## config.mk

```make
export PLATFORM = sky130hd
export DESIGN_NAME = modbus_master_reply_checker_core_flat
export DESIGN_NICKNAME = d
export VERILOG_FILES = /design/src/sv/mmrc_pkg.sv /design/src/sv/mmrc_if.sv /design/src/sv/modbus_master_reply_checker_core.sv /design/src/flat_wrapper.sv
export SDC_FILE = /design/constraint.sdc
export NUM_CORES = 1
export LEC_CHECK = 0
export ABC_AREA = 1
export BUFFER_PORTS_ARGS = -buffer_cell sky130_fd_sc_hd__buf_2
export CAP_MARGIN = 40
export CELL_PAD_IN_SITES_DETAIL_PLACEMENT = 1
export CELL_PAD_IN_SITES_GLOBAL_PLACEMENT = 1
export CORE_MARGIN = 2
export CORE_UTILIZATION = 35
export CTS_BUF_LIST = sky130_fd_sc_hd__clkbuf_4 sky130_fd_sc_hd__clkbuf_8 sky130_fd_sc_hd__clkbuf_16
export CTS_CLUSTER_SIZE = 24
export DETAILED_ROUTE_END_ITERATION = 7
export PLACE_DENSITY_LB_ADDON = 0.1
export REMOVE_ABC_BUFFERS = 1
export SLEW_MARGIN = 40
export SYNTH_ARGS = -nofsm -noshare
export SYNTH_HDL_FRONTEND = slang
export SYNTH_SLANG_ARGS = --single-unit
```

## constraint.sdc

```tcl
create_clock -name clk -period 3.2 [get_ports clk]
set_input_delay 0.64 -clock clk [delete_from_list [all_inputs] [get_ports clk]]
set_output_delay 0.64 -clock clk [all_outputs]
set_load 0.05 [all_outputs]
```

## src/sv/mmrc_pkg.sv

```systemverilog
// Package with the transaction types, codes and helpers of the Modbus master reply checker.
package mmrc_pkg;

  // Kinds of input transaction.
  localparam logic [1:0] MODE_REQ    = 2'd0;
  localparam logic [1:0] MODE_BYTE   = 2'd1;
  localparam logic [1:0] MODE_RXFAIL = 2'd2;

  // Supported function codes.
  localparam logic [7:0] FC_READ_COILS    = 8'd1;
  localparam logic [7:0] FC_READ_INPUTS   = 8'd2;
  localparam logic [7:0] FC_READ_HOLDING  = 8'd3;
  localparam logic [7:0] FC_READ_INPUT_RG = 8'd4;
  localparam logic [7:0] FC_WRITE_COIL    = 8'd5;
  localparam logic [7:0] FC_WRITE_REG     = 8'd6;
  localparam logic [7:0] FC_DIAGNOSTIC    = 8'd8;
  localparam logic [7:0] FC_WRITE_COILS   = 8'd15;
  localparam logic [7:0] FC_WRITE_REGS    = 8'd16;

  // Diagnostic subfunctions that echo the data word, and the counter range.
  localparam logic [15:0] SUB_RETURN_QUERY = 16'h0000;
  localparam logic [15:0] SUB_CLEAR_CNT    = 16'h000A;
  localparam logic [15:0] SUB_CNT_FIRST    = 16'h000B;
  localparam logic [15:0] SUB_CNT_LAST     = 16'h000F;

  // Coils packed into one reply byte, and the saturation point of the byte index.
  localparam int unsigned COIL_BITS_PER_BYTE = 8;
  localparam int unsigned IDX_W              = 9;
  localparam logic [IDX_W-1:0] IDX_MAX       = '1;

  // Frame status codes.
  typedef enum logic [3:0] {
    ST_OK        = 4'd0,
    ST_RX_FAIL   = 4'd1,
    ST_BAD_FC    = 4'd2,
    ST_SLAVE     = 4'd3,
    ST_FC        = 4'd4,
    ST_COUNT     = 4'd5,
    ST_COIL_ADDR = 4'd6,
    ST_COIL_QTY  = 4'd7,
    ST_REG_ADDR  = 4'd8,
    ST_REG_QTY   = 4'd9,
    ST_SUBFN     = 4'd10,
    ST_DIAG      = 4'd11,
    ST_SHORT     = 4'd12
  } status_t;

  // Payload of one input transaction.
  typedef struct packed {
    logic [1:0]  mode;
    logic [7:0]  slave_id;
    logic [7:0]  function_code;
    logic [15:0] ref_addr;
    logic [15:0] ref_count;
    logic [7:0]  rx_byte;
    logic        last;
  } in_item_t;

  // Payload of one result transaction.
  typedef struct packed {
    logic [15:0] data_word;
    logic [1:0]  data_count;
    logic        done_res;
    status_t     status;
  } out_item_t;

  // True for the function codes that the checker understands.
  function automatic logic fc_supported(input logic [7:0] fc);
    return (fc == FC_READ_COILS) || (fc == FC_READ_INPUTS) || (fc == FC_READ_HOLDING) ||
           (fc == FC_READ_INPUT_RG) || (fc == FC_WRITE_COIL) || (fc == FC_WRITE_REG) ||
           (fc == FC_DIAGNOSTIC) || (fc == FC_WRITE_COILS) || (fc == FC_WRITE_REGS);
  endfunction

endpackage

```

## src/sv/mmrc_if.sv

```systemverilog
// Valid/ready channel interfaces for the request/reply input and the result output.
interface mmrc_in_if;
  import mmrc_pkg::*;
  logic     valid;
  logic     ready;
  in_item_t data;
  modport source (output valid, output data, input ready);
  modport sink (input valid, input data, output ready);
endinterface

interface mmrc_out_if;
  import mmrc_pkg::*;
  logic      valid;
  logic      ready;
  out_item_t data;
  modport source (output valid, output data, input ready);
  modport sink (input valid, input data, output ready);
endinterface

```

## src/sv/modbus_master_reply_checker_core.sv

```systemverilog
// Modbus master reply checker: compares reply bytes against the stored request descriptor.
//
// One input transaction is taken per clock cycle when ready, and its result (if any) is in
// the output register in the next cycle. The input is ready whenever the output register
// is empty or its result is being taken in the same cycle, so a stalled output holds the
// input only while a result is actually waiting. All checks for a byte are made in one
// pass of logic from the stored request and the byte index, ahead of the output register.
module modbus_master_reply_checker_core (
  input logic         clk,
  input logic         rst_n,
  mmrc_in_if.sink     in_ch,
  mmrc_out_if.source  out_ch
);
  import mmrc_pkg::*;

  // Request and frame state.
  logic [7:0]       req_slave_r, req_slave_nxt;
  logic [7:0]       req_function_r, req_function_nxt;
  logic [15:0]      req_address_r, req_address_nxt;
  logic [15:0]      req_count_r, req_count_nxt;
  logic [IDX_W-1:0] byte_index_r, byte_index_nxt;
  status_t          first_error_r, first_error_nxt;
  logic [7:0]       held_byte_r, held_byte_nxt;
  logic             frame_active_r, frame_active_nxt;

  // Output register.
  logic      out_valid_r, out_valid_nxt;
  out_item_t out_data_r, out_data_nxt;

  // Per-transaction working signals.
  logic        acc;
  logic        emit, done;
  status_t     st, err_new;
  logic [15:0] dw;
  logic [1:0]  dc;
  logic [16:0] exp_cnt;
  logic [17:0] needed;
  logic        is_read, is_coil_read, echo_sub, known_sub;
  logic [7:0]  b;
  logic [7:0]  fc;

  assign in_ch.ready = !out_valid_r || out_ch.ready;
  assign acc         = in_ch.valid && in_ch.ready;
  assign b           = in_ch.data.rx_byte;
  assign fc          = req_function_r;

  // Expected byte count and needed frame length of the stored request.
  always_comb begin
    is_coil_read = (fc == FC_READ_COILS) || (fc == FC_READ_INPUTS);
    is_read      = (fc <= FC_READ_INPUT_RG);
    if (is_coil_read) begin
      exp_cnt = ({1'b0, req_count_r} + 17'(COIL_BITS_PER_BYTE - 1)) >> $clog2(COIL_BITS_PER_BYTE);
    end else begin
      exp_cnt = {req_count_r, 1'b0};
    end
    if (is_read) begin
      needed = {1'b0, exp_cnt} + 18'd3;
    end else if ((fc == FC_WRITE_COIL) || (fc == FC_WRITE_REG)) begin
      needed = 18'd4;
    end else begin
      needed = 18'd6;
    end
    echo_sub  = (req_address_r == SUB_RETURN_QUERY) || (req_address_r == SUB_CLEAR_CNT);
    known_sub = echo_sub || ((req_address_r >= SUB_CNT_FIRST) && (req_address_r <= SUB_CNT_LAST));
  end

  // Checks and state update for one transaction.
  always_comb begin
    req_slave_nxt    = req_slave_r;
    req_function_nxt = req_function_r;
    req_address_nxt  = req_address_r;
    req_count_nxt    = req_count_r;
    byte_index_nxt   = byte_index_r;
    first_error_nxt  = first_error_r;
    held_byte_nxt    = held_byte_r;
    frame_active_nxt = frame_active_r;
    emit             = 1'b0;
    done             = 1'b0;
    st               = ST_OK;
    err_new          = ST_OK;
    dw               = 16'd0;
    dc               = 2'd0;
    case (in_ch.data.mode)
      MODE_REQ: begin
        req_slave_nxt    = in_ch.data.slave_id;
        req_function_nxt = in_ch.data.function_code;
        req_address_nxt  = in_ch.data.ref_addr;
        req_count_nxt    = in_ch.data.ref_count;
        byte_index_nxt   = '0;
        first_error_nxt  = ST_OK;
        held_byte_nxt    = 8'd0;
        if (fc_supported(in_ch.data.function_code)) begin
          frame_active_nxt = 1'b1;
        end else begin
          frame_active_nxt = 1'b0;
          done             = 1'b1;
          st               = ST_BAD_FC;
        end
      end
      MODE_RXFAIL: begin
        if (frame_active_r) begin
          frame_active_nxt = 1'b0;
          done             = 1'b1;
          st               = ST_RX_FAIL;
        end
      end
      MODE_BYTE: begin
        if (frame_active_r) begin
          // Mismatch found by this byte, earlier checks taking priority.
          if (byte_index_r == 9'd0) begin
            if (b != req_slave_r) err_new = ST_SLAVE;
          end else if (byte_index_r == 9'd1) begin
            if (b != fc) err_new = ST_FC;
          end else if (is_read) begin
            if ((byte_index_r == 9'd2) && ({9'd0, b} != exp_cnt)) err_new = ST_COUNT;
          end else if (fc == FC_DIAGNOSTIC) begin
            if ((byte_index_r == 9'd2) && (b != req_address_r[15:8])) err_new = ST_SUBFN;
            if (byte_index_r == 9'd3) begin
              if (b != req_address_r[7:0]) err_new = ST_SUBFN;
              else if (!known_sub) err_new = ST_DIAG;
            end
            if ((byte_index_r == 9'd4) && echo_sub && (b != req_count_r[15:8])) err_new = ST_DIAG;
            if ((byte_index_r == 9'd5) && echo_sub && (b != req_count_r[7:0])) err_new = ST_DIAG;
          end else begin
            if (((byte_index_r == 9'd2) && (b != req_address_r[15:8])) ||
                ((byte_index_r == 9'd3) && (b != req_address_r[7:0]))) begin
              err_new = ((fc == FC_WRITE_COIL) || (fc == FC_WRITE_COILS)) ? ST_COIL_ADDR
                                                                          : ST_REG_ADDR;
            end
            if (((fc == FC_WRITE_COILS) || (fc == FC_WRITE_REGS)) &&
                (((byte_index_r == 9'd4) && (b != req_count_r[15:8])) ||
                 ((byte_index_r == 9'd5) && (b != req_count_r[7:0])))) begin
              err_new = (fc == FC_WRITE_COILS) ? ST_COIL_QTY : ST_REG_QTY;
            end
          end
          first_error_nxt = (first_error_r == ST_OK) ? err_new : first_error_r;

          // Payload forwarding while the frame is still clean.
          if (is_read && (byte_index_r >= 9'd3) && ({9'd0, byte_index_r} < needed) &&
              (first_error_nxt == ST_OK)) begin
            emit = 1'b1;
            dw   = {8'd0, b};
            dc   = 2'd1;
          end
          if (fc == FC_DIAGNOSTIC) begin
            if (byte_index_r == 9'd4) held_byte_nxt = b;
            if ((byte_index_r == 9'd5) && (first_error_nxt == ST_OK)) begin
              emit = 1'b1;
              dw   = {held_byte_r, b};
              dc   = 2'd2;
            end
          end

          // Saturating byte index and frame end.
          if (byte_index_r != IDX_MAX) byte_index_nxt = byte_index_r + 9'd1;
          if (in_ch.data.last) begin
            done             = 1'b1;
            frame_active_nxt = 1'b0;
            if (first_error_nxt != ST_OK) st = first_error_nxt;
            else if ({9'd0, byte_index_nxt} < needed) st = ST_SHORT;
            else st = ST_OK;
          end
        end
      end
      default: begin
      end
    endcase
  end

  // Output register next value.
  always_comb begin
    out_valid_nxt = out_valid_r;
    out_data_nxt  = out_data_r;
    if (acc) begin
      out_valid_nxt           = emit || done;
      out_data_nxt.data_word  = dw;
      out_data_nxt.data_count = dc;
      out_data_nxt.done_res   = done;
      out_data_nxt.status     = done ? st : ST_OK;
    end else if (out_ch.ready) begin
      out_valid_nxt = 1'b0;
    end
  end

  // Control state with reset.
  always_ff @(posedge clk) begin
    if (!rst_n) begin
      req_slave_r    <= 8'd0;
      req_function_r <= 8'd0;
      req_address_r  <= 16'd0;
      req_count_r    <= 16'd0;
      byte_index_r   <= '0;
      first_error_r  <= ST_OK;
      held_byte_r    <= 8'd0;
      frame_active_r <= 1'b0;
      out_valid_r    <= 1'b0;
    end else begin
      out_valid_r <= out_valid_nxt;
      if (acc) begin
        req_slave_r    <= req_slave_nxt;
        req_function_r <= req_function_nxt;
        req_address_r  <= req_address_nxt;
        req_count_r    <= req_count_nxt;
        byte_index_r   <= byte_index_nxt;
        first_error_r  <= first_error_nxt;
        held_byte_r    <= held_byte_nxt;
        frame_active_r <= frame_active_nxt;
      end
    end
  end

  // Result payload needs no reset.
  always_ff @(posedge clk) begin
    out_data_r <= out_data_nxt;
  end

  assign out_ch.valid = out_valid_r;
  assign out_ch.data  = out_data_r;

  // An unsupported function code closes the frame at once with its own status.
  a_bad_fc: assert property (@(posedge clk) disable iff (!rst_n)
    acc && (in_ch.data.mode == MODE_REQ) && !fc_supported(in_ch.data.function_code)
    |=> !frame_active_r && out_valid_r && out_data_r.done_res && (out_data_r.status == ST_BAD_FC))
    else $error("unsupported function code not reported");

  // A result that does not end the frame carries payload and no status.
  a_payload_only: assert property (@(posedge clk) disable iff (!rst_n)
    out_valid_r && !out_data_r.done_res
    |-> (out_data_r.status == ST_OK) && (out_data_r.data_count != 2'd0))
    else $error("non-final result without payload");

  // An empty payload reads as zero.
  a_zero_word: assert property (@(posedge clk) disable iff (!rst_n)
    out_valid_r && (out_data_r.data_count == 2'd0) |-> (out_data_r.data_word == 16'd0))
    else $error("data word set with no payload bytes");

  // The byte index moves only with an accepted transaction.
  a_index_hold: assert property (@(posedge clk) disable iff (!rst_n)
    !acc |=> $stable(byte_index_r))
    else $error("byte index changed without a transaction");

endmodule
```

## src/flat_wrapper.sv

```systemverilog
// flat-port wrapper written by rule: the top's interface ports become plain ports
module modbus_master_reply_checker_core_flat import mmrc_pkg::*;
  (clk, rst_n, in_ch_valid, in_ch_data, in_ch_ready, out_ch_valid, out_ch_data, out_ch_ready);
  mmrc_in_if in_ch_i ();
  mmrc_out_if out_ch_i ();
  input logic clk;
  input logic rst_n;
  input wire logic [$bits(in_ch_i.valid)-1:0] in_ch_valid;
  input wire logic [$bits(in_ch_i.data)-1:0] in_ch_data;
  output wire logic [$bits(in_ch_i.ready)-1:0] in_ch_ready;
  output wire logic [$bits(out_ch_i.valid)-1:0] out_ch_valid;
  output wire logic [$bits(out_ch_i.data)-1:0] out_ch_data;
  input wire logic [$bits(out_ch_i.ready)-1:0] out_ch_ready;
  assign in_ch_i.valid = in_ch_valid;
  assign in_ch_i.data = in_ch_data;
  assign in_ch_ready = in_ch_i.ready;
  assign out_ch_valid = out_ch_i.valid;
  assign out_ch_data = out_ch_i.data;
  assign out_ch_i.ready = out_ch_ready;
  modbus_master_reply_checker_core u_core (.clk(clk), .rst_n(rst_n), .in_ch(in_ch_i), .out_ch(out_ch_i));
endmodule
```

==> results of run 1 <==
## logic make-up after synthesis
family | after synthesis | share of synthesized area (%)
DFF | 94 | 32.21
and+or+nand+nor | 499 | 34.40
AOI/OAI and AO/OA | 186 | 15.53
adders and majority gates | 25 | 4.770
buffers and inverters | 154 | 9.349
xor gates and xnor gates | 28 | 3.740
## sequential cells by signal, summed over array words and instances, names as in the netlist
| name | cells |
|---|---|
| u_core.byte_index_r | 9 |
| u_core.fc | 8 |
| u_core.first_error_r | 4 |
| u_core.frame_active_r | 1 |
| u_core.held_byte_r | 8 |
| u_core.out_ch.data | 23 |
| u_core.out_ch.valid | 1 |
| u_core.req_address_r | 16 |
| u_core.req_count_r | 16 |
| u_core.req_slave_r | 8 |
## synthesized netlist by cell type (all sizes together)
cell / count / area share [%]
xor2: 19 / 2.5
a31oi: 3 / 0.29
ha: 25 / 4.8
a21oi: 91 / 7.2
nor2: 107 / 7.7
a2bb2oi: 1 / 0.13
xnor2: 9 / 1.2
nand2: 277 / 16
nor3b: 1 / 0.11
o2111ai: 1 / 0.13
nand3b: 3 / 0.53
inv: 117 / 6.7
a21boi: 3 / 0.34
edfxtp: 23 / 11
nand3: 65 / 5.6
nor4: 2 / 0.19
a21o: 1 / 0.11
a31o: 1 / 0.13
clkinv: 5 / 0.31
dfxtp: 71 / 22
nor3: 14 / 1.1
buf: 12 / 1.2
o311ai: 1 / 0.13
o22ai: 1 / 0.095
clkbuf: 20 / 1.2
o31a: 1 / 0.13
or2: 2 / 0.19
a211oi: 10 / 1.1
o31ai: 1 / 0.11
nand4: 28 / 2.8
o21ai: 71 / 5.5
## path summary, 6_finish.rpt
| check | start | to | slack [ns] |
|---|---|---|---|
| setup / recovery | u_core.fc[1] | u_core.out_ch.data[10] | -0.03 |
| hold / removal | u_core.held_byte_r[5] | u_core.held_byte_r[5] | 0.47 |
| setup reg to reg | u_core.fc[1] | u_core.out_ch.data[10] | -0.03 |
| hold reg to reg | u_core.held_byte_r[5] | u_core.held_byte_r[5] | 0.47 |
## report_power, final
group | leakage, nW | total [mW] | internal [mW] | switching [mW]
Combinational | 3.06 | 0.773 | 0.289 | 0.485
Sequential | 0.819 | 1.30 | 1.26 | 0.0357
Clock | 0.140 | 1.11 | 0.545 | 0.561
Total | 4.02 | 3.18 | 2.10 | 1.08
## layout by cell type, fill, tap and decap left out, types with 13 or more instances in the layout
cell type | Yosys | layout
nor2_2 | 15 | 15
a21oi_1 | 88 | 83
nand4_1 | 27 | 27
xor2_1 | 19 | 18
edfxtp_1 | 23 | 23
nand2_2 | 11 | 18
ha_1 | 25 | 21
dfxtp_1 | 71 | 63
buf_4 | 2 | 130
buf_2 | 8 | 87
nand2_1 | 266 | 252
inv_1 | 113 | 109
nor3_1 | 14 | 13
o21ai_0 | 68 | 61
nand3_1 | 58 | 52
nor2_1 | 86 | 83
## cell type report
class	instances	area, um^2	share of cell area (%)
Inverter	122	466.7	5.319
Sequential cell	94	2127	24.24
Multi-Input combinational cell	738	4105	46.78
Timing Repair Buffer	223	1496	17.05
Clock buffer	9	225.2	2.567
Clock inverter	7	61.31	0.6987
Tap cell	234	292.8	3.337
## metrics by stage
stage	utilization [%]	power [mW]	setup TNS, ns
2_1_floorplan	-	1.726	-31.88
3_5_place_dp	43.49	2.033	-2.337
5_1_grt	47.39	3.339	-2.135
4_1_cts	46.34	3.178	-0.03742
6_report	47.39	3.180	-0.1079
3_3_place_gp	43.49	2.020	-0.1905
## critical path, delay by kind of cell (launching register included)
family / cells / cell delay (ns)
and+or+nand+nor: 16 / 1.42
buffers and inverters: 7 / 0.58
DFF: 1 / 0.37
AOI/OAI and AO/OA: 2 / 0.30
adders and majority gates: 1 / 0.30
## per-layer routing
metal,GRT usage (%),vias up
li1,-,3640
met1,33.26,3343
met2,40.95,126
met3,2.955,23
met4,5.947,0
met5,0,-
## timing repair
| action | CTS | global route |
|---|---|---|
| resized for setup | 38 | 49 |
| setup endpoints to repair | 12 | 20 |
| setup buffers | 15 | 2 |
| hold buffers | 0 | 0 |
| pin swaps | 21 | 28 |
==> reports/results.ini, run 1 <==
[timing]
finalSetupViolCount = 8
whs_ns = 0.4683
fin_crit_sh_pct = 101.0
fin_ws_ns = -0.03126
hold_violations = 0
relSlewSlack_pct = 63.96
tightestPinTransition_ns = 0.5400
clock_skew_ns = 0.007192
fmax_ghz = 0.3095
rsz0062_at_grt = yes
period_needed_ns = 3.231
drv_slew = 0

[die]
dieArea_um2 = 19850
die_w_um = 140.9
num_rows = 50
die_y_um = 140.9
pin_count = 88
start_util_pct = 35.41
core_area_um2 = 18520

[place]
dp_slack_ns = -0.2545
place_area_um2 = 8053
port_buffers = 87
gp_congestion = 0.9062
hpwl_um = 18620
dp_cells = 1394

[min_path]
whs_path_depth = 2
hold_class = reg -> reg

[routing]
routedWlPerCell_um = 16.79
ant_nets = 0
vias_per_cell = 4.998
drt_iter0_drc = 328
top_layer_used = met4
met3WireLength_um = 970
vias = 7132
wl_met1_um = 11280
totalWireLength_um = 23960
wl_met2_um = 11320
dr.pass1.iters = 4
drcViolationCount = 0

[final_layout]
finalNetCount = 1276
final_cells = 1427
synthToLayoutAreaGrowth_pct = 33.81
final_cell_area_um2 = 8775
drive_gt1_share_pct = 29.25
fill_cells = 2435
antenna_cells = 0

[synthesis]
synth-seq-cells = 94
ys_types = 48
yosys_warnings = 0
synth.cell_area_um2 = 6558
avgSynthCellArea_um2 = 6.651
ys_seq_area_share_pct = 32.21
netlist_instances = 986

[clock_tree]
clock_latency_ns = 0.36
clock-root-buffer = clkbuf_16
cts_sinks = 94
ctsHtreeMaxLevel = 3
cts_tree = built
cts.clk_slew.worst_paths_ns = 0.08
clock_path_buffers = 2
cts_made_buffers = 9

[critical_path]
max_stage_delay_ns = 0.37
arrival_ns = 3.33
cp-end-kind = register
startpoint_type = register
path_max_fanout = 8
crit_top_cell = nand2_1
crit_type = reg -> reg
crit_slowest_cell = dfxtp_4
reg2reg_depth = 26
critPathRequiredTime_ns = 3.30

[grt]
grt_pass1_vias = 7205
grt_max_degree = 44
grt_usage_pct = 24.30
grt_overflow_total = 0
grt_pass1_wl_um = 37730
antenna_found_initial = 0

[run_status]
violations = setup timing
status = finished with violations

[power_and_ir_drop]
ir_drop_v = 0.0002613
power_density_nw_per_um2 = 362.3
leakage_nw = 4.016

[run]
max_cap_violations = 0

No activity file was read; power rests on OpenSTA's default activity.
==> run 2: changes to the inputs <==
Clock period 3.2 ns to 3.73 ns, I/O delays scaled along.
==> reports/results.ini, run 2 (synthesis gave the netlist of run 1 again) <==
[final_layout]
finalNetCount = 1176  ; was 1276
largest_register_ffs = 23  ; unchanged
antenna_cells = 0  ; unchanged
layout_commonest_cell = nand2_1  ; unchanged
fill_cells = 2434  ; was 2435
final_cells = 1327  ; was 1427
synthToLayoutAreaGrowth_pct = 18.64  ; was 33.81%
fin_util_pct = 42.01  ; was 47.39%
drive_gt1_share_pct = 18.85  ; was 29.25%
final_cell_mix = 262 x nand2_1, 111 x inv_1, 88 x a21oi_1  ; was 252 x nand2_1, 130 x buf_4, 109 x inv_1

[critical_path]
regToRegStartpoint = u_core.fc[7]  ; was u_core.fc[1]
crit_top_cell = nand2_1  ; unchanged
cp-end-kind = register  ; unchanged
max_stage_delay_ns = 0.36  ; was 0.37 ns
path_buf_inv = 3  ; was 7
path_max_fanout = 8  ; unchanged
crit_type = reg -> reg  ; unchanged
startpoint_type = register  ; unchanged
crit_start = u_core.fc[7]  ; was u_core.fc[1]
critPathRequiredTime_ns = 3.83  ; was 3.30 ns
crit_slowest_cell = dfxtp_1  ; was dfxtp_4
cp_top_family = simple AND/OR/NAND/NOR gates  ; unchanged
arrival_ns = 3.48  ; was 3.33 ns

[clock_tree]
clock-root-buffer = clkbuf_16  ; unchanged
ctsHtreeMaxLevel = 3  ; unchanged
cts_sinks = 94  ; unchanged
cts.clk_slew.worst_paths_ns = 0.07  ; was 0.08 ns
cts_tree = built  ; unchanged
hold_buffers = 0  ; unchanged
clock_latency_ns = 0.36  ; about the same
clock_path_buffers = 2  ; unchanged
cts_made_buffers = 9  ; unchanged

[grt]
grt_max_degree = 45  ; was 44
antenna_found_initial = 1  ; was 0
grt_overflow_total = 0  ; unchanged
grt_usage_pct = 23.00  ; was 24.30%
grt_pass1_wl_um = 35740  ; was 37730 um
grt_pass1_vias = 6688  ; was 7205

[place]
dp_cells = 1301  ; was 1394
dp_slack_ns = 0.1248  ; was -0.2545 ns
hpwl_um = 17570  ; was 18620 um
port_buffers = 87  ; unchanged
gp_congestion = 0.8986  ; was 0.9062

[timing]
period_needed_ns = 3.387  ; was 3.231 ns
fin_ws_ns = 0.3434  ; was -0.03126 ns
fin_crit_sh_pct = 90.79  ; was 101.0%
finalSetupViolCount = 0  ; was 8
drv_slew = 0  ; unchanged
tightestPinTransition_ns = 0.6314  ; was 0.5400 ns
fmax_ghz = 0.2953  ; was 0.3095 GHz
relSlewSlack_pct = 57.91  ; was 63.96%
hold_violations = 0  ; unchanged
clock_skew_ns = 0.01557  ; was 0.007192 ns

[die]
start_util_pct = 35.41  ; unchanged
die_y_um = 140.9  ; unchanged
core_area_um2 = 18520  ; unchanged
die_w_um = 140.9  ; unchanged
pin_count = 88  ; unchanged
num_rows = 50  ; unchanged
dieArea_um2 = 19850  ; unchanged

[power_and_ir_drop]
ir_drop_v = 0.0002327  ; was 0.0002613 V
p_total_mw = 2.763  ; was 3.180 mW
switching_share_pct = 31.67  ; was 34.01%
internal_power_mw = 1.888  ; was 2.098 mW
p_comb_share_pct = 20.7  ; was 24.3%
leakage_nw = 3.497  ; was 4.016 nW
seqPwrFrac_pct = 40.6  ; was 40.9%
p_sw_uw = 875.2  ; was 1.081 mW
clockPowerShare_pct = 38.7  ; was 34.8%
power_density_nw_per_um2 = 355.2  ; was 362.3 nW/um^2

[routing]
routedWlPerCell_um = 17.07  ; was 16.79 um
drcViolationCount = 0  ; unchanged
vias_per_cell = 5.052  ; was 4.998
ant_nets = 0  ; unchanged
totalWireLength_um = 22650  ; was 23960 um
drt_iter0_drc = 325  ; was 328
vias = 6704  ; was 7132
dr.pass1.iters = 5  ; was 4

[min_path]
hold_start = u_core.held_byte_r[1]  ; was u_core.held_byte_r[5]
hold_class = reg -> reg  ; unchanged

[run]
max_cap_violations = 0  ; unchanged

[run_status]
status = finished clean  ; was finished with violations

run 2: cell types whose count changed in the layout (fill, tap and decap cells not counted), moves of 5 or more:
cell     previous run  this run
a21oi_2             7         2
a21oi_1            83        88
nand2_1           252       262
o21ai_0            61        66
buf_4             130        34
o21ai_2             8         2
nand2_4             7         1
nand3_1            52        58
run 2: path summary, 6_finish.rpt:
| kind | end | slack [ns] | cells after the start |
|---|---|---|---|
| max | u_core.out_ch.data[10] | 0.34 | 25 |
| min | u_core.held_byte_r[1] | 0.47 | 2 |
| max reg2reg | u_core.out_ch.data[10] | 0.34 | 25 |
| min reg2reg | u_core.held_byte_r[1] | 0.47 | 2 |
run 2: area by class of cell:
type	instances	area (um^2)	share of cell area (%)
multi-input combinational	739	3864	49.66
tap	234	292.8	3.763
inverter	122	461.7	5.934
clock buffer	10	239.0	3.072
timing repair buffer	122	710.7	9.135
clock inverter	6	91.34	1.174
sequential	94	2121	27.26
run 2: what timing repair did:
item                                    4_1_cts  5_1_grt
gates resized for setup                       0       17
setup buffers                                 0        9
endpoints found under the setup margin        0       12
run 2: worst reg2reg max path, cell delays in order, from the launching register on:
cell	delay (ns)
dfxtp_1	0.36
nor2_4	0.17
nand3_4	0.12
nor2_8	0.19
nand2_2	0.11
ha_1	0.23
inv_1	0.09
nand3_2	0.12
a21oi_1	0.14
o21ai_1	0.13
ha_1	0.29
nand2_1	0.06
nor2_1	0.10
a211oi_1	0.05
nand2_1	0.07
nand2_1	0.04
nand2_1	0.05
nand2_1	0.04
nand2_1	0.05
nand2_1	0.05
inv_1	0.05
nand4_1	0.11
nand4_2	0.14
inv_2	0.08
nor2_8	0.22
nor2_2	0.05
run 2: routing by layer:
layer / vias to the layer above / track usage (%) / part of all wire [%]
met3: 19 / 2.853 / 3.2
met5: - / 0 / 0
met4: 0 / 4.947 / 1.5
met1: 3144 / 32.80 / 50
li1: 3438 / - / -
met2: 103 / 37.41 / 46
run 2: per-stage QoR:
step           setup TNS [ns]  area [um^2]  hold WS, ns
6_report                    0         7780       0.4662
4_1_cts                     0         7672       0.4708
5_1_grt             -0.003004         7780       0.4950
2_1_floorplan          -4.923         6404       0.4371
3_3_place_gp                0         7342       0.4566
3_5_place_dp                0         7342       0.4556
run 2: power by group through the flow:
stage	Clock, mW	Combinational (mW)	Sequential [mW]
3_5_place_dp	0	0.547	1.14
5_1_grt	1.12	0.638	1.13
6_report	1.07	0.573	1.12
4_1_cts	1.08	0.549	1.12
2_1_floorplan	0	0.306	1.18
3_3_place_gp	0	0.542	1.14
